$ cat config.mk
export PLATFORM = sky130hd
export DESIGN_NAME = utf8_decoder_with_position_core
export DESIGN_NICKNAME = d
export VERILOG_FILES = /design/src/hw/rtl/utf8p_pkg.sv /design/src/hw/rtl/utf8p_front.sv /design/src/hw/rtl/utf8p_job_fifo.sv /design/src/hw/rtl/utf8p_back.sv /design/src/hw/rtl/utf8_decoder_with_position_core.sv
export SDC_FILE = /design/constraint.sdc
export NUM_CORES = 1
export LEC_CHECK = 0
export ABC_AREA = 0
export BUFFER_PORTS_ARGS = -buffer_cell sky130_fd_sc_hd__buf_2
export CORE_AREA = 4 4 288 290
export DETAILED_ROUTE_END_ITERATION = 12
export DIE_AREA = 0 0 292 294
export PLACE_DENSITY_LB_ADDON = 0.1
export RECOVER_POWER = 50
export SETUP_SLACK_MARGIN = 0.05
export SYNTH_ARGS = -nofsm -noshare
export SYNTH_HDL_FRONTEND = slang
export SYNTH_SLANG_ARGS = --single-unit
$ cat constraint.sdc
create_clock -name clk -period 29.3 [get_ports clk]
set_input_delay 1.465 -clock clk [delete_from_list [all_inputs] [get_ports clk]]
set_output_delay 1.465 -clock clk [all_outputs]
set_load 0.005 [all_outputs]
$ cat src/hw/rtl/utf8p_pkg.sv
// shared types and constants of the utf-8 decoder with position tracking
package utf8p_pkg;

  localparam int DATA_BYTE_BITS = 8;
  localparam int CODE_BITS      = 31;
  localparam int FIELD_BITS     = 32;
  localparam int TAKEN_BITS     = 3;
  localparam int TDATA_OUT_BITS = 128;

  // error run for one sequence: its lead error, then one error per continuation byte taken
  typedef struct packed {
    logic                    en;
    logic [FIELD_BITS-1:0]   start_off;
    logic [FIELD_BITS-1:0]   line_no;
    logic [FIELD_BITS-1:0]   col_no;
    logic [TAKEN_BITS-1:0]   taken;
  } fail_run_t;

  // one character or one single error
  typedef struct packed {
    logic                    en;
    logic [CODE_BITS-1:0]    cp;
    logic                    valid;
    logic [FIELD_BITS-1:0]   off;
    logic [FIELD_BITS-1:0]   line_no;
    logic [FIELD_BITS-1:0]   col_no;
  } single_t;

  // everything one input byte gives, in emission order a, s, b
  typedef struct packed {
    fail_run_t a;
    single_t   s;
    fail_run_t b;
  } job_t;

  typedef struct packed {
    logic [CODE_BITS-1:0]  code_point;
    logic                  char_valid;
    logic [FIELD_BITS-1:0] char_offset;
    logic [FIELD_BITS-1:0] line_number;
    logic [FIELD_BITS-1:0] column_number;
    logic                  run_last;
  } result_t;

endpackage

$ cat src/hw/rtl/utf8p_front.sv
// front end: takes bytes, tracks the decode state and builds at most one job per byte
module utf8p_front #(
  parameter int OFFSET_BITS   = 32,
  parameter int POSITION_BITS = 32
) (
  input  logic                                 clk,
  input  logic                                 rst,
  input  logic                                 in_valid,
  output logic                                 in_ready,
  input  logic [utf8p_pkg::DATA_BYTE_BITS-1:0] data_byte,
  input  logic                                 end_of_buffer,
  input  logic                                 queue_full,
  output logic                                 push,
  output utf8p_pkg::job_t                      job
);

  logic [OFFSET_BITS-1:0]          byte_position, byte_position_next;
  logic [POSITION_BITS-1:0]        line_count, line_count_next;
  logic [POSITION_BITS-1:0]        column_count, column_count_next;
  logic                            text_flag, text_flag_next;
  logic [2:0]                      pend_rem, pend_rem_next;
  logic [2:0]                      pend_taken, pend_taken_next;
  logic [utf8p_pkg::CODE_BITS-1:0] pend_value, pend_value_next;
  logic [OFFSET_BITS-1:0]          pend_start, pend_start_next;

  logic                            accept;
  logic                            is_cont;
  logic                            do_lead;
  logic                            lead_text;
  logic                            adv_en;
  logic [utf8p_pkg::CODE_BITS-1:0] adv_cp;
  logic [utf8p_pkg::FIELD_BITS-1:0] line32, col32;

  assign in_ready = !queue_full;
  assign accept   = in_valid && !queue_full;
  assign is_cont  = (data_byte[7:6] == 2'b10);
  assign line32   = utf8p_pkg::FIELD_BITS'(line_count);
  assign col32    = utf8p_pkg::FIELD_BITS'(column_count);

  always_comb begin
    byte_position_next = byte_position + OFFSET_BITS'(1);
    line_count_next    = line_count;
    column_count_next  = column_count;
    text_flag_next     = text_flag;
    pend_rem_next      = pend_rem;
    pend_taken_next    = pend_taken;
    pend_value_next    = pend_value;
    pend_start_next    = pend_start;
    job                = '0;
    do_lead            = 1'b1;
    lead_text          = text_flag;
    adv_en             = 1'b0;
    adv_cp             = '0;

    if (pend_rem != 3'd0) begin
      if (is_cont) begin
        // continuation extends the pending sequence
        do_lead         = 1'b0;
        pend_value_next = {pend_value[utf8p_pkg::CODE_BITS-7:0], data_byte[5:0]};
        pend_taken_next = pend_taken + 3'd1;
        pend_rem_next   = pend_rem - 3'd1;
        if (pend_rem == 3'd1) begin
          job.s.en        = 1'b1;
          job.s.cp        = pend_value_next;
          job.s.valid     = 1'b1;
          job.s.off       = utf8p_pkg::FIELD_BITS'(pend_start);
          job.s.line_no   = text_flag ? line32 : '0;
          job.s.col_no    = text_flag ? col32 : '0;
          adv_en          = text_flag;
          adv_cp          = pend_value_next;
          pend_taken_next = 3'd0;
          pend_value_next = '0;
        end
      end else begin
        // broken sequence: error run, then the byte starts afresh
        job.a.en        = 1'b1;
        job.a.start_off = utf8p_pkg::FIELD_BITS'(pend_start);
        job.a.line_no   = text_flag ? line32 : '0;
        job.a.col_no    = text_flag ? col32 : '0;
        job.a.taken     = pend_taken;
        lead_text       = 1'b0;
        text_flag_next  = 1'b0;
        pend_rem_next   = 3'd0;
        pend_taken_next = 3'd0;
        pend_value_next = '0;
      end
    end

    if (do_lead) begin
      unique case (data_byte) inside
        [8'h00:8'h7F]: begin
          job.s.en      = 1'b1;
          job.s.cp      = utf8p_pkg::CODE_BITS'(data_byte);
          job.s.valid   = 1'b1;
          job.s.off     = utf8p_pkg::FIELD_BITS'(byte_position);
          job.s.line_no = lead_text ? line32 : '0;
          job.s.col_no  = lead_text ? col32 : '0;
          adv_en        = lead_text;
          adv_cp        = utf8p_pkg::CODE_BITS'(data_byte);
        end
        [8'h80:8'hBF], 8'hFE, 8'hFF: begin
          job.s.en       = 1'b1;
          job.s.off      = utf8p_pkg::FIELD_BITS'(byte_position);
          job.s.line_no  = lead_text ? line32 : '0;
          job.s.col_no   = lead_text ? col32 : '0;
          text_flag_next = 1'b0;
        end
        [8'hC0:8'hDF]: begin
          pend_rem_next   = 3'd1;
          pend_value_next = utf8p_pkg::CODE_BITS'(data_byte[4:0]);
        end
        [8'hE0:8'hEF]: begin
          pend_rem_next   = 3'd2;
          pend_value_next = utf8p_pkg::CODE_BITS'(data_byte[3:0]);
        end
        [8'hF0:8'hF7]: begin
          pend_rem_next   = 3'd3;
          pend_value_next = utf8p_pkg::CODE_BITS'(data_byte[2:0]);
        end
        [8'hF8:8'hFB]: begin
          pend_rem_next   = 3'd4;
          pend_value_next = utf8p_pkg::CODE_BITS'(data_byte[1:0]);
        end
        default: begin
          pend_rem_next   = 3'd5;
          pend_value_next = utf8p_pkg::CODE_BITS'(data_byte[0]);
        end
      endcase
      if (pend_rem_next != 3'd0) begin
        pend_taken_next = 3'd0;
        pend_start_next = byte_position;
      end
    end

    // line and column move after a character, saturating
    if (adv_en) begin
      if (adv_cp == utf8p_pkg::CODE_BITS'(8'h0A)) begin
        if (line_count != '1) line_count_next = line_count + POSITION_BITS'(1);
        column_count_next = '0;
      end else if (column_count != '1) begin
        column_count_next = column_count + POSITION_BITS'(1);
      end
    end

    if (end_of_buffer) begin
      // cut-off sequence: text flag of the pending lead equals lead_text here
      if (pend_rem_next != 3'd0) begin
        job.b.en        = 1'b1;
        job.b.start_off = utf8p_pkg::FIELD_BITS'(pend_start_next);
        job.b.line_no   = lead_text ? line32 : '0;
        job.b.col_no    = lead_text ? col32 : '0;
        job.b.taken     = pend_taken_next;
      end
      byte_position_next = '0;
      line_count_next    = POSITION_BITS'(1);
      column_count_next  = '0;
      text_flag_next     = 1'b1;
      pend_rem_next      = 3'd0;
      pend_taken_next    = 3'd0;
      pend_value_next    = '0;
      pend_start_next    = '0;
    end
  end

  assign push = accept && (job.a.en || job.s.en || job.b.en);

  always_ff @(posedge clk) begin
    if (rst) begin
      byte_position <= '0;
      line_count    <= POSITION_BITS'(1);
      column_count  <= '0;
      text_flag     <= 1'b1;
      pend_rem      <= 3'd0;
      pend_taken    <= 3'd0;
      pend_value    <= '0;
      pend_start    <= '0;
    end else if (accept) begin
      byte_position <= byte_position_next;
      line_count    <= line_count_next;
      column_count  <= column_count_next;
      text_flag     <= text_flag_next;
      pend_rem      <= pend_rem_next;
      pend_taken    <= pend_taken_next;
      pend_value    <= pend_value_next;
      pend_start    <= pend_start_next;
    end
  end

  assert property (@(posedge clk) disable iff (rst)
    (pend_rem != 3'd0) |-> (({1'b0, pend_rem} + {1'b0, pend_taken}) <= 4'd5))
    else $error("pending sequence longer than six bytes");

  assert property (@(posedge clk) disable iff (rst)
    (pend_rem == 3'd0) |-> ((pend_taken == 3'd0) && (pend_value == '0)))
    else $error("leftover sequence state with nothing pending");

endmodule

$ cat src/hw/rtl/utf8p_job_fifo.sv
// two-entry queue of jobs between front and back end
module utf8p_job_fifo (
  input  logic            clk,
  input  logic            rst,
  input  logic            push,
  input  utf8p_pkg::job_t job_in,
  input  logic            pop,
  output utf8p_pkg::job_t job_out,
  output logic            head_valid,
  output logic            full
);

  utf8p_pkg::job_t entries [2];
  logic            wr_ptr;
  logic            rd_ptr;
  logic [1:0]      count;

  assign job_out    = entries[rd_ptr];
  assign head_valid = (count != 2'd0);
  assign full       = (count == 2'd2);

  always_ff @(posedge clk) begin
    if (rst) begin
      wr_ptr <= 1'b0;
      rd_ptr <= 1'b0;
      count  <= 2'd0;
    end else begin
      if (push) wr_ptr <= !wr_ptr;
      if (pop)  rd_ptr <= !rd_ptr;
      if (push && !pop)      count <= count + 2'd1;
      else if (pop && !push) count <= count - 2'd1;
    end
  end

  always_ff @(posedge clk) begin
    if (push) entries[wr_ptr] <= job_in;
  end

  assert property (@(posedge clk) disable iff (rst) push |-> !full)
    else $error("job written into a full queue");

  assert property (@(posedge clk) disable iff (rst) pop |-> head_valid)
    else $error("job taken from an empty queue");

endmodule

$ cat src/hw/rtl/utf8p_back.sv
// back end: walks the head job and sends its results one per cycle while res_ready allows
module utf8p_back #(
  parameter int OFFSET_BITS = 32
) (
  input  logic               clk,
  input  logic               rst,
  input  utf8p_pkg::job_t    head,
  input  logic               head_valid,
  output logic               pop,
  output logic               res_valid,
  input  logic               res_ready,
  output utf8p_pkg::result_t res
);

  typedef enum logic [2:0] {
    SEG_A = 3'b001,
    SEG_S = 3'b010,
    SEG_B = 3'b100
  } seg_t;

  localparam logic [utf8p_pkg::FIELD_BITS-1:0] OFF_MASK =
    (OFFSET_BITS >= utf8p_pkg::FIELD_BITS) ? '1 :
    utf8p_pkg::FIELD_BITS'((64'd1 << OFFSET_BITS) - 64'd1);

  seg_t                             seg, seg_next, eff;
  logic [utf8p_pkg::TAKEN_BITS-1:0] idx, idx_next;
  utf8p_pkg::fail_run_t             run;
  utf8p_pkg::result_t               r;
  logic                             last;
  logic                             load;

  always_comb begin
    if (seg == SEG_A && head.a.en)      eff = SEG_A;
    else if (seg != SEG_B && head.s.en) eff = SEG_S;
    else                                eff = SEG_B;
  end

  assign run = (eff == SEG_A) ? head.a : head.b;

  always_comb begin
    r        = '0;
    last     = 1'b0;
    seg_next = seg;
    idx_next = idx;
    unique case (eff)
      SEG_A, SEG_B: begin
        r.char_offset   = (run.start_off + utf8p_pkg::FIELD_BITS'(idx)) & OFF_MASK;
        r.line_number   = (idx == '0) ? run.line_no : '0;
        r.column_number = (idx == '0) ? run.col_no : '0;
        if (eff == SEG_A) begin
          last = (idx == run.taken) && !head.s.en && !head.b.en;
          if (idx == run.taken) begin
            seg_next = SEG_S;
            idx_next = '0;
          end else begin
            idx_next = idx + utf8p_pkg::TAKEN_BITS'(1);
          end
        end else begin
          last     = (idx == run.taken);
          idx_next = idx + utf8p_pkg::TAKEN_BITS'(1);
        end
      end
      SEG_S: begin
        r.code_point    = head.s.cp;
        r.char_valid    = head.s.valid;
        r.char_offset   = head.s.off;
        r.line_number   = head.s.line_no;
        r.column_number = head.s.col_no;
        last            = !head.b.en;
        seg_next        = SEG_B;
        idx_next        = '0;
      end
      default: begin
        last = 1'b1;
      end
    endcase
    r.run_last = last;
  end

  assign load = head_valid && (!res_valid || res_ready);
  assign pop  = load && last;

  always_ff @(posedge clk) begin
    if (rst) begin
      seg       <= SEG_A;
      idx       <= '0;
      res_valid <= 1'b0;
    end else begin
      if (pop) begin
        seg <= SEG_A;
        idx <= '0;
      end else if (load) begin
        seg <= seg_next;
        idx <= idx_next;
      end
      if (load)           res_valid <= 1'b1;
      else if (res_ready) res_valid <= 1'b0;
    end
  end

  always_ff @(posedge clk) begin
    if (load) res <= r;
  end

  assert property (@(posedge clk) disable iff (rst) (load && !last) |=> head_valid)
    else $error("job left the queue before its last result");

endmodule

$ cat src/hw/rtl/utf8_decoder_with_position_core.sv
// top level of the utf-8 decoder with byte offset, line and column tracking
//
// input stream s_axis: one buffer byte per transaction in s_axis_tdata, s_axis_tlast
// marks the final byte of a buffer; after it every counter and the decode state
// return to their reset values
// output stream m_axis: one decoded character or decode error per transaction;
// m_axis_tuser is 1 for a character and 0 for an error, m_axis_tlast marks the
// last result caused by one input byte (bytes inside a sequence cause none)
// the first result of an accepted byte passes through the job queue entry and then
// the back end output register before it appears on m_axis
// throughput: one byte per cycle while each byte gives at most one result and m_axis
// is ready; a byte that breaks or cuts off a sequence gives up to six results, one
// per cycle while m_axis is ready, and holds the input back once the two-entry job
// queue fills; the front end decides everything per byte combinationally; the back
// end expands each job through an output register, so a stalled m_axis_tready only
// stops the back end and the front keeps taking bytes until the queue is full
// reset (synchronous, active high) empties the queue and drops any result waiting
module utf8_decoder_with_position_core #(
  parameter int OFFSET_BITS   = 32,
  parameter int POSITION_BITS = 32
) (
  input  logic                                 clk,
  input  logic                                 rst,
  input  logic                                 s_axis_tvalid,
  output logic                                 s_axis_tready,
  // data_byte[7:0]
  input  logic [utf8p_pkg::DATA_BYTE_BITS-1:0] s_axis_tdata,
  input  logic                                 s_axis_tlast,
  output logic                                 m_axis_tvalid,
  input  logic                                 m_axis_tready,
  // code_point[30:0], char_offset[62:31], line_number[94:63],
  // column_number[126:95], zero pad[127]
  output logic [utf8p_pkg::TDATA_OUT_BITS-1:0] m_axis_tdata,
  // char_valid[0]
  output logic                                 m_axis_tuser,
  output logic                                 m_axis_tlast
);

  // queue handshake between the two halves
  logic               push;
  logic               pop;
  logic               full;
  logic               head_valid;
  utf8p_pkg::job_t    job_in;
  utf8p_pkg::job_t    job_head;
  utf8p_pkg::result_t res;

  // per-byte decode, position counters and sequence state
  utf8p_front #(
    .OFFSET_BITS   (OFFSET_BITS),
    .POSITION_BITS (POSITION_BITS)
  ) u_front (
    .clk           (clk),
    .rst           (rst),
    .in_valid      (s_axis_tvalid),
    .in_ready      (s_axis_tready),
    .data_byte     (s_axis_tdata),
    .end_of_buffer (s_axis_tlast),
    .queue_full    (full),
    .push          (push),
    .job           (job_in)
  );

  // lets the front run ahead while an error run drains
  utf8p_job_fifo u_queue (
    .clk        (clk),
    .rst        (rst),
    .push       (push),
    .job_in     (job_in),
    .pop        (pop),
    .job_out    (job_head),
    .head_valid (head_valid),
    .full       (full)
  );

  // one result per cycle into the output register while m_axis is ready
  utf8p_back #(
    .OFFSET_BITS (OFFSET_BITS)
  ) u_back (
    .clk        (clk),
    .rst        (rst),
    .head       (job_head),
    .head_valid (head_valid),
    .pop        (pop),
    .res_valid  (m_axis_tvalid),
    .res_ready  (m_axis_tready),
    .res        (res)
  );

  // pack the result fields, lowest first
  assign m_axis_tdata = {1'b0, res.column_number, res.line_number,
                         res.char_offset, res.code_point};
  assign m_axis_tuser = res.char_valid;
  assign m_axis_tlast = res.run_last;

endmodule
# Word-level counts from Yosys, hierarchy flattened
# Memories as Yosys holds them, arrays and structs flattened. A register that Yosys moved wholly into a read port is not among the register bits.
# Cells that the tools add are included.
[word_totals]
ff_bits = 306
output_inout_bits = 132
latch_bits = 0
memories = 1
rom_bits = 0
input_bits = 13
mem_bits_rw = 658
[classes]
n_div = 0
n_eq_ne = 16
magnitude_cmp = 12
n_shift = 0
n_reduce_logical = 47
muxes = 83
multipliers = 0
bitwise_logic = 0
n_addsub = 9
[mem_list]
columns = ["name", "words", "width", "rd", "rd_clocked_by_memory_dff", "write_ports", "line_no", "rtl"]
rows = [
  ["u_queue.entries", 2, 329, 1, 1, 1, "utf8p_job_fifo.sv:13", "utf8p_pkg::job_t entries [2];"],
]
[op_table]
columns = ["operator", "n"]
rows = [
  ["2-to-1 mux 32 bit", 19],
  ["2-to-1 mux 129 bit", 3],
  ["2-to-1 mux 31 bit", 10],
  ["2-to-1 mux 100 bit", 3],
  ["2-to-1 mux 229 bit", 1],
  ["one-hot mux 96 bit (2 select lines)", 1],
  ["one-hot mux 31 bit (5 select lines)", 1],
  ["2-to-1 mux 99 bit", 1],
  ["adder 32 x 1 -> 32 bit (second input constant)", 3],
  ["2-to-1 mux 96 bit", 1],
  ["!= test 32 bit (second input constant)", 2],
  ["2-to-1 mux 3 bit", 17],
  ["greater-or-equal comparator 8 bit (second input constant)", 5],
  ["<= comparator 8 bit (second input constant)", 5],
  ["adder 32 x 3 -> 32 bit", 1],
  ["== test 31 x 4 -> 1 bit (second input constant)", 1],
  ["2-to-1 mux 1 bit", 20],
  ["== test 8 bit (second input constant)", 2],
  ["logical AND 1 bit", 16],
  ["one-hot mux 3 bit (5 select lines)", 1],
  ["nonzero test 2 bit", 7],
  ["one-hot mux 3 bit (2 select lines)", 2],
  ["nonzero test 3 bit", 4],
  ["== test 3 x 1 -> 1 bit (second input constant)", 3],
  ["23 further kinds", 38],
]

# Logic depth before layout (Yosys ltp)
# Gate-level depths: netlist of run 1.
[logic_depth]
ltp_word = 16
depth_mapped = 18

# By module
# A second synthesis of run 1 with hierarchy kept.
[hier_totals]
hier_cells = 3085
hier_area_um2 = 43400.4
[by_module_without_submodules]
columns = ["module", "n_inst", "seq_area_each_um2", "cells_per_inst", "area_per_inst_um2"]
rows = [
  ["utf8p_job_fifo", 1, 19859.0, 1046, 25512.0],
  ["utf8p_front", 1, 3203.1, 1349, 10152.2],
  ["utf8p_back", 1, 4013.8, 688, 7724.9],
  ["utf8_decoder_with_position_core", 1, 0.0, 2, 11.3],
]

# Worst setup path after synthesis of run 1
# OpenSTA, ideal clock, no wires.
[synth_path]
path_type = "input to register"
start = "input port s_axis_tdata[5] (netlist bit)"
end = "memory u_queue.entries[0][0] (netlist bit) (enable)"
arrival_time_ns = 17.503
n_path_buf = 3
stages = 10
required_time_ns = 28.235
slack_ns = 10.732
cell_sequence = "clkbuf_1 and3_1 clkbuf_1 a31o_2 a22o_1 a211oi_1 nand2b_1 buf_2 a31oi_1 nor2b_1"
[synth_via]
elab_chain_cells = 13
word_cells_on_any_way = 34
cone_classes = "order compare: 12; eq/ne: 2; mux: 9; reduce/logical: 11"
[synth_rtl]
columns = ["element", "line_no", "rtl"]
rows = [
  ["from (decl)", "utf8_decoder_with_position_core.sv:27", "input logic [utf8p_pkg::DATA_BYTE_BITS-1:0] s_axis_tdata,"],
  ["greater-or-equal comparator 8 bit (no source line) (tied with other cells)", "n/a", ""],
  ["logical AND 1 bit (no source line)", "n/a", ""],
  ["OR reduction 4 bit (no source line)", "n/a", ""],
  ["one-hot mux 3 bit (5 select lines)", "utf8p_front.sv:90", "unique case (data_byte) inside"],
  ["2-to-1 mux 3 bit (2 in series)", "utf8p_front.sv:89", "if (do_lead) begin"],
  ["nonzero test 3 bit", "utf8p_front.sv:147", "if (pend_rem_next != 3'd0) begin"],
  ["2-to-1 mux 100 bit", "utf8p_front.sv:147", ""],
  ["2-to-1 mux 100 bit", "utf8p_front.sv:145", "if (end_of_buffer) begin"],
  ["logical OR 1 bit *", "utf8p_front.sv:165", "assign push = accept && (job.a.en || job.s.en || job.b.en);"],
  ["logical AND 1 bit *", "utf8p_front.sv:165", ""],
  ["named net push", "utf8_decoder_with_position_core.sv:40", "logic push;"],
  ["2-to-1 mux 1 bit *", "utf8p_job_fifo.sv:36", "if (push) entries[wr_ptr] <= job_in;"],
  ["2-to-1 mux 1 bit (not written as such) *", "utf8p_job_fifo.sv:36", ""],
  ["to (decl)", "utf8p_job_fifo.sv:13", ""],
]
# Mark *: on every way through the listed nets, which the timed path passes. The rest lies on a longest branch. The select of a mux whose other input is x is not followed.

# Final worst setup path of run 1
[layout_path]
start = "input port s_axis_tdata[6] (netlist bit)"
end = "memory u_queue.entries[1][282] (netlist bit) (enable)"
[layout_via]
elab_chain_cells = 13
word_cells_on_any_way = 42
cone_classes = "order compare: 12; eq/ne: 3; mux: 16; reduce/logical: 11"
[layout_rtl]
columns = ["element", "line_no"]
rows = [
  ["greater-or-equal comparator 8 bit (no source line) (tied with other cells)", "n/a"],
  ["logical AND 1 bit (no source line) / 2-to-1 mux 3 bit (equally long branches)", "n/a"],
  ["OR reduction 4 bit (no source line) / 2-to-1 mux 3 bit (equally long branches)", "n/a"],
  ["one-hot mux 3 bit (5 select lines)", "utf8p_front.sv:90"],
  ["2-to-1 mux 3 bit (2 in series)", "utf8p_front.sv:89"],
  ["nonzero test 3 bit", "utf8p_front.sv:147"],
  ["2-to-1 mux 100 bit", "utf8p_front.sv:147"],
  ["2-to-1 mux 100 bit", "utf8p_front.sv:145"],
  ["logical OR 1 bit *", "utf8p_front.sv:165"],
  ["logical AND 1 bit *", "utf8p_front.sv:165"],
  ["named net push", "utf8_decoder_with_position_core.sv:40"],
  ["2-to-1 mux 1 bit *", "utf8p_job_fifo.sv:36"],
  ["2-to-1 mux 1 bit (not written as such) *", "utf8p_job_fifo.sv:36"],
]
# Marks and branches as above.

==> PnR_summary.wiki, run 1 <==
{| class="wikitable"
! Metric !! Value
|-
| Capturing instance or port of the critical path || u_queue.entries[1][282]
|-
| Die area || 85,800 µm²
|-
| Maximum number of buffers from clock root to sink || 3
|-
| Antenna violations before repair || 2
|-
| Syn Area/Cell || 14.2 µm²
|-
| CTS HTree Levels || 3
|-
| Count of buffers inserted at the top-level ports || 143
|-
| Post-CTS sizing || 0
|-
| Leftover overflow at the end of global routing || 0
|-
| Count of placed standard cells including taps || 3,862
|-
| Largest net degree at the start of global routing || 166
|-
| Number of hold buffers added after cts || 0
|-
| Worst-Skew Late Latency || 0.66 ns
|-
| Via Count || 23,500
|-
| Wire length of the first global-routing pass || 139,000 µm
|-
| Clock transition at the registers of the reported paths || 0.06 ns
|-
| Proportion of register bits with asynchronous set or reset after synthesis || 0
|-
| Placer Congestion || 0.853
|-
| Number of global-route vias before repair || 24,000
|-
| Vias per inst || 5.79
|-
| Fin nets || 2,931
|-
| Critical path origin || s_axis_tdata[6]
|-
| Synthesized Nets || 2,823
|-
| Area of placed instances || 41,500 µm²
|-
| Clock period minus worst slack || 9.28 ns
|-
| Status || finished, violations left
|-
| Max Transition Viols Final || 615
|-
| Design Area, Final || 44,700 µm²
|-
| Failing checks || capacitance limit, slew limit
|-
| FF-to-FF path depth || 12
|-
| FMAX || 108 MHz
|-
| CP Data Arrival Time || 9.59 ns
|-
| Drc violations || 0
|-
| Number of search-and-repair iterations in the first detailed-routing pass || 7
|-
| Worst setup SP type || primary input
|-
| Setup Fix Bufs, Post-CTS || 0
|-
| Wirelength per Cell || 22.1 µm
|-
| Horizontal die dimension || 292 µm
|-
| Antenna-violating nets left || 0
|-
| Worst setup path class || primary input to flip-flop
|-
| Type of the worst min-delay path || flip-flop to flip-flop
|-
| Leakage Power || 15.1 nW
|-
| Worst vdd rail ir drop || 67.1 µV
|-
| Aggregate global-route resource usage || 0.205
|-
| FF-to-FF Start || u_front.pend_rem[0]
|-
| Power per standard cell area || 94.2 nW/µm²
|-
| Number of synthesized flops with an enable pin || 787
|-
| Area leader, netlist || sky130_fd_sc_hd__edfxtp_1
|-
| WL final || 89,600 µm
|-
| Initial drt markers || 1,857
|-
| # Max-Cap Violations || 12
|-
| Final cell count without fillers || 4,053
|-
| Cell count after synthesis || 2,796
|-
| Share of final-layout standard cells stronger than drive strength 1 || 0.120
|-
| Final Setup Violations || 0
|-
| Share of the synthesized area in the top cell type || 0.594
|-
| Worst-Margin Slew || 4.35 ns
|-
| Fin crit share || 0.317
|-
| Clock Skew || 0.0220 ns
|-
| Clock sinks || 959
|-
| Setup TNS Final || 0 ns
|-
| Commonest register cell after synthesis || sky130_fd_sc_hd__edfxtp_1
|-
| Crit. End Element || flip-flop
|-
| Cell Rows || 104
|-
| Required @ worst endpoint || 29.60 ns
|-
| # IOs || 145
|-
| Number of distinct library cells after synthesis || 65
|-
| HPWL reported at the end of detailed placement || 51,300 µm
|-
| Capture point of the worst reg-to-reg path || u_queue.entries[1][282]
|-
| CORE AREA || 80,300 µm²
|-
| Number of synthesized register bits || 959
|-
| Number of hold violations in the final report || 0
|-
| Seq/Total Area, Yosys || 0.681
|-
| Leading cell type in the layout, fill and taps excluded || sky130_fd_sc_hd__edfxtp_1
|-
| Chip Height || 294 µm
|-
| Biggest area contributors in the synthesized netlist || sky130_fd_sc_hd__edfxtp_1 59%, sky130_fd_sc_hd__dfxtp_1 8.7%, sky130_fd_sc_hd__mux4_2 5.3%
|-
| Initial core utilization || 0.496
|-
| Inserted Clock Buffers || 100
|-
| Setup repair after global routing missed its margin || no
|-
| Synth-to-layout area growth || 12.4%
|-
| Number of warnings issued by yosys || 0
|-
| Cell area after synthesis || 39,800 µm²
|-
| Most frequent cells in the layout || 787 x sky130_fd_sc_hd__edfxtp_1, 201 x sky130_fd_sc_hd__nor2_1, 170 x sky130_fd_sc_hd__nand2_1, 170 x sky130_fd_sc_hd__dfxtp_1, 150 x sky130_fd_sc_hd__mux2i_1
|-
| CTS tree || yes
|-
| Number of fill cells || 6,504
|-
| Final Core Density || 0.557
|-
| Worst reg2reg setup slack || 22.16 ns
|-
| Worst max-slew margin expressed relative to the limit || -1.92
|-
| Largest fanout of any net on the critical path || 79
|-
| Root cell of the clock tree || sky130_fd_sc_hd__clkbuf_16
|}
## sequential cells by signal, indices dropped and copies added (netlist names), named ones only
name and count:
u_front.col32 32, u_front.byte_position 32, u_back.res_valid 1, u_front.text_flag 1, u_front.pend_start 32, u_front.line32 32
u_queue.rd_ptr 1, u_back.res 129, u_queue.wr_ptr 1, u_front.pend_value 25, u_back.idx 3, u_front.pend_taken 3
u_queue.entries 658, u_front.pend_rem 3, u_queue.count 2, u_back.seg 3
## synth_stat cells (13+ instances only)
library cell and instances:
sky130_fd_sc_hd__edfxtp_1 787, sky130_fd_sc_hd__o211ai_1 15, sky130_fd_sc_hd__xnor2_1 57, sky130_fd_sc_hd__mux4_2 94, sky130_fd_sc_hd__inv_1 21, sky130_fd_sc_hd__nor2_1 204
sky130_fd_sc_hd__a22o_1 68, sky130_fd_sc_hd__nand3_1 53, sky130_fd_sc_hd__and4_1 15, sky130_fd_sc_hd__xor2_1 30, sky130_fd_sc_hd__nand2b_1 16, sky130_fd_sc_hd__nand2_1 171
sky130_fd_sc_hd__a21oi_1 63, sky130_fd_sc_hd__dfxtp_1 172, sky130_fd_sc_hd__buf_2 20, sky130_fd_sc_hd__nor2b_1 23, sky130_fd_sc_hd__a22oi_1 26, sky130_fd_sc_hd__a31oi_1 13
sky130_fd_sc_hd__nand4_1 26, sky130_fd_sc_hd__a211oi_1 27, sky130_fd_sc_hd__and2_1 168, sky130_fd_sc_hd__mux2i_1 150, sky130_fd_sc_hd__ha_1 13, sky130_fd_sc_hd__and3_1 122
sky130_fd_sc_hd__nor4_1 38, sky130_fd_sc_hd__buf_1 25, sky130_fd_sc_hd__or3_1 18, sky130_fd_sc_hd__o21ai_0 107, sky130_fd_sc_hd__nor3_1 32, sky130_fd_sc_hd__clkbuf_1 123
## report_power, final
part | switching [mW] | internal, mW
logic | 0.676 | 0.372
clock network | 0.519 | 0.771
registers | 0.0811 | 1.79
total | 1.28 | 2.94
## kinds of logic (layout without fill, tap and decap cells)
logic type / after synthesis / in the layout / share of synthesized area
DFF: 959 / 959 / 0.681
muxes: 250 / 250 / 0.0931
adders and majority gates: 14 / 14 / 0.00459
AOI/OAI and AO/OA: 353 / 353 / 0.0583
and+or+nand+nor: 935 / 935 / 0.124
buffers and inverters: 197 / 392 / 0.0202
other: 1 / 3 / 0.0000943
xor gates and xnor gates: 87 / 87 / 0.0192
## through the flow
step	worst slack (ns)	power, mW	hold slack, ns
global route	19.56	4.43	0.539
floorplan	10.73	2.64	0.454
finish	20.02	4.21	0.499
CTS	22.77	4.27	0.495
global placement	22.26	2.96	0.477
detailed placement	22.15	2.98	0.486
## layer usage
| layer | GRT usage | wire, µm | up-vias |
|---|---|---|---|
| met5 | 0 | 0 | - |
| met4 | 0.0523 | 1620 | 0 |
| met3 | 0.0284 | 4140 | 111 |
| met2 | 0.347 | 44000 | 552 |
| met1 | 0.283 | 39800 | 12000 |
| li1 | - | - | 10900 |
## worst min-delay path by stage
stage                                startpoint                    end  slack, ns  cells past startpoint
final                     u_front.pend_taken[2]  u_front.pend_taken[2]       0.50                      2
after global routing      u_front.pend_taken[2]  u_front.pend_taken[2]       0.54                      2
after floorplan           u_front.pend_value[1]  u_front.pend_value[1]       0.45                      2
after detailed placement  u_front.pend_taken[2]  u_front.pend_taken[2]       0.49                      2
after global placement    u_front.pend_taken[2]  u_front.pend_taken[2]       0.48                      2
after CTS                 u_front.pend_taken[2]  u_front.pend_taken[2]       0.50                      2
## final cells by class
cell class / count / area, µm² / area share
timing repair buffer: 182 / 863 / 0.0193
inverter: 21 / 80.1 / 0.00179
clock buffer: 142 / 2880 / 0.0643
multi-input combinational: 1640 / 12000 / 0.268
antenna: 2 / 5.00 / 0.000112
sequential: 959 / 27100 / 0.606
tap: 1060 / 1330 / 0.0297
clock inverter: 47 / 510 / 0.0114
## worst max-delay path, cell delays in order
cell and delay [ns]:
sky130_fd_sc_hd__clkbuf_1 0.33, sky130_fd_sc_hd__nand2b_1 0.17, sky130_fd_sc_hd__clkbuf_1 1.56, sky130_fd_sc_hd__nor2_1 0.62, sky130_fd_sc_hd__a22o_1 0.40, sky130_fd_sc_hd__a211oi_1 0.77
sky130_fd_sc_hd__nand2b_1 0.19, sky130_fd_sc_hd__clkbuf_1 1.71, sky130_fd_sc_hd__a31oi_1 0.48, sky130_fd_sc_hd__and2_4 0.70, sky130_fd_sc_hd__buf_4 0.60, sky130_fd_sc_hd__buf_4 0.48
No activity file was read; power rests on OpenSTA's default activity.
==> inputs of run 2 (changes only) <==
Clock period 29.3 ns to 9.2 ns, I/O delays scaled along.
==> run 2 against run 1 <==
  * The run still ends with capacitance limit, slew limit left
  * Via count shrank 0.21%
  * Combinational power increased to 3.2 times the previous value
  * Cell count down 0.20%
  * Register-to-register slack worse by 20 ns
  * Worst setup slack worse by 18 ns
  * Power rose to 3.1 times the previous value
  * Clock power increased to 3.1 times the previous value
  * First-iteration DRC count increased by 4.3%
  * Critical endpoint is now u_queue.entries[1][151]
  * Highest routed layer unchanged
==> PnR_summary.wiki, run 2 (synthesis results as in run 1) <==
{| class="wikitable"
! Metric !! Value
|-
| Reg with most FFs || u_queue.entries
|-
| Library cell contributing the largest single delay on the critical path || sky130_fd_sc_hd__clkbuf_1
|-
| Drc violations || 0
|-
| Chip Height || 294 µm
|-
| Count of buffers inserted at the top-level ports || 143
|-
| WL final || 88,500 µm
|-
| Placer Congestion || 0.838
|-
| Switching power || 4.01 mW
|-
| Count of placed standard cells including taps || 3,859
|-
| CTS HTree Levels || 3
|-
| Clock sinks || 959
|-
| Net switching share of the total power || 0.303
|-
| Post-CTS sizing || 0
|-
| FMAX || 146 MHz
|-
| Crit-path cells || inv_1, ha_1, nor3_1, clkbuf_1, o21a_2, clkbuf_1, and2_0
|-
| Initial drt markers || 1,937
|-
| Leading cell type in the layout, fill and taps excluded || sky130_fd_sc_hd__edfxtp_1
|-
| Sink of the worst hold path || u_front.pend_value[3]
|-
| Final Setup Violations || 0
|-
| CTS tree || yes
|-
| Seq pwr share || 0.447
|-
| CORE AREA || 80,300 µm²
|-
| Aggregate global-route resource usage || 0.203
|-
| Crit. End Element || flip-flop
|-
| Number of global-route vias before repair || 23,500
|-
| Worst hold slack || 0.176 ns
|-
| Share of final-layout standard cells stronger than drive strength 1 || 0.117
|-
| Root cell of the clock tree || sky130_fd_sc_hd__clkbuf_16
|-
| Worst setup path class || flip-flop to flip-flop
|-
| Initial core utilization || 0.496
|-
| Pre-CTS worst setup slack || 3.69 ns
|-
| Synth-to-layout area growth || 12.0%
|-
| FF-to-FF path depth || 7
|-
| Antenna-violating nets left || 0
|-
| FF-to-FF Start || u_front.pend_rem[0]
|-
| Worst max-slew margin expressed relative to the limit || -1.84
|-
| Setup Fix Bufs, Post-CTS || 0
|-
| Required @ worst endpoint || 9.67 ns
|-
| Flip-flop count of the largest register, all copies and words added || 658
|-
| # Max-Cap Violations || 12
|-
| Maximum number of buffers from clock root to sink || 3
|-
| Number of hold violations in the final report || 0
|-
| Final worst setup slack || 2.34 ns
|-
| Combinational Power Share || 0.255
|-
| Worst path max stage delay || 2.53 ns
|-
| Largest net degree at the start of global routing || 192
|-
| Failing checks || capacitance limit, slew limit
|-
| Power per standard cell area || 297 nW/µm²
|-
| Die area || 85,800 µm²
|-
| Startpoint of the most critical hold path || s_axis_tdata[3]
|-
| Clock period minus worst slack || 6.86 ns
|-
| Type of the worst min-delay path || primary input to flip-flop
|-
| Worst reg2reg setup slack || 2.34 ns
|-
| # IOs || 145
|-
| Wire length of the first global-routing pass || 138,000 µm
|-
| Final cell count without fillers || 4,045
|-
| Most frequent cells in the layout || 787 x sky130_fd_sc_hd__edfxtp_1, 201 x sky130_fd_sc_hd__nor2_1, 170 x sky130_fd_sc_hd__nand2_1, 170 x sky130_fd_sc_hd__dfxtp_1, 150 x sky130_fd_sc_hd__mux2i_1
|-
| Cell Rows || 104
|-
| Internal || 9.23 mW
|-
| HPWL reported at the end of detailed placement || 49,700 µm
|-
| Clock Skew || 0.0188 ns
|-
| Via Count || 23,400
|-
| Antenna violations before repair || 2
|-
| Fin nets || 2,927
|-
| Max Transition Viols Final || 652
|-
| Number of fill cells || 6,543
|-
| Number of search-and-repair iterations in the first detailed-routing pass || 5
|-
| Hold Path Cell Cnt || 3
|-
| Horizontal die dimension || 292 µm
|-
| Number of hold buffers added after cts || 0
|-
| Inserted Clock Buffers || 98
|-
| Largest fanout of any net on the critical path || 64
|-
| Worst setup SP type || flip-flop
|-
| Capture point of the worst reg-to-reg path || u_queue.entries[1][151]
|-
| Crit path top cell by count || sky130_fd_sc_hd__clkbuf_1
|-
| Regs by FF count || u_queue.entries: 658 flops, u_back.res: 129 flops
|-
| Setup TNS Final || 0 ns
|-
| Leftover overflow at the end of global routing || 0
|-
| Worst vdd rail ir drop || 222 µV
|-
| Clock transition at the registers of the reported paths || 0.06 ns
|-
| Wirelength per Cell || 21.9 µm
|-
| Setup repair after global routing missed its margin || no
|-
| Vias per inst || 5.79
|-
| Leakage Power || 15.0 nW
|-
| Worst-Margin Slew || 4.26 ns
|-
| Fin crit share || 0.746
|-
| Clock group share of total power || 0.298
|-
| Worst-Skew Late Latency || 0.64 ns
|-
| Status || finished, violations left
|-
| CP Data Arrival Time || 7.33 ns
|}
-- run 2: layer usage --
layer  vias to the layer above  GRT usage  wire length, µm
li1                      10800          -                -
met1                     11900      0.282            39200
met2                       562      0.337            43000
met3                       139     0.0325             4460
met4                         0     0.0501             1810
met5                         -          0                0
-- run 2: power groups by stage --
stage,combinational (mW),sequential (mW),clock [mW]
floorplan,2.24,6.02,0
global placement,3.44,5.96,0
detailed placement,3.47,5.99,0
CTS,3.49,5.90,4.04
global route,3.71,5.99,4.22
finish,3.37,5.93,3.94
-- run 2: worst max path at each step --
stage / depth (start not counted) / slack [ns] / to / from
after floorplan: 10 / 1.67 / u_queue.entries[0][0] / u_front.pend_rem[0]
after global placement: 12 / 3.85 / u_queue.entries[1][104] / s_axis_tdata[6]
after detailed placement: 12 / 3.69 / u_queue.entries[1][259] / s_axis_tdata[6]
after CTS: 12 / 3.77 / u_queue.entries[1][259] / u_front.pend_rem[0]
after global routing: 9 / 1.69 / u_back.res[92] / flip-flop
final: 7 / 2.34 / u_queue.entries[1][151] / u_front.pend_rem[0]
-- run 2: area by class of cell --
type,count,area [µm²],share of cell area
Sequential cell,959,27100,0.608
Multi-Input combinational cell,1640,12000,0.269
Clock buffer,138,2790,0.0625
Tap cell,1060,1330,0.0298
Timing Repair Buffer,180,871,0.0195
Clock inverter,46,427,0.00958
Inverter,21,80.1,0.00180
Antenna cell,1,2.50,0.0000562
-- run 2: worst max-delay path: cells and delay by family (launching register included) --
| family | cells | cell delay (ns) |
|---|---|---|
| flops | 1 | 0.41 |
| compound gates | 1 | 0.39 |
| simple gates | 2 | 0.65 |
| fa+ha+maj | 1 | 0.29 |
| buf+inv | 3 | 4.88 |
-- run 2: stage by stage --
stage	total power, mW	cell area (µm²)	utilization
after CTS	13.4	44700	0.557
after detailed placement	9.46	41500	0.517
after floorplan	8.27	39800	-
after global placement	9.41	41500	0.517
after global routing	13.9	44600	0.555
final	13.2	44600	0.555
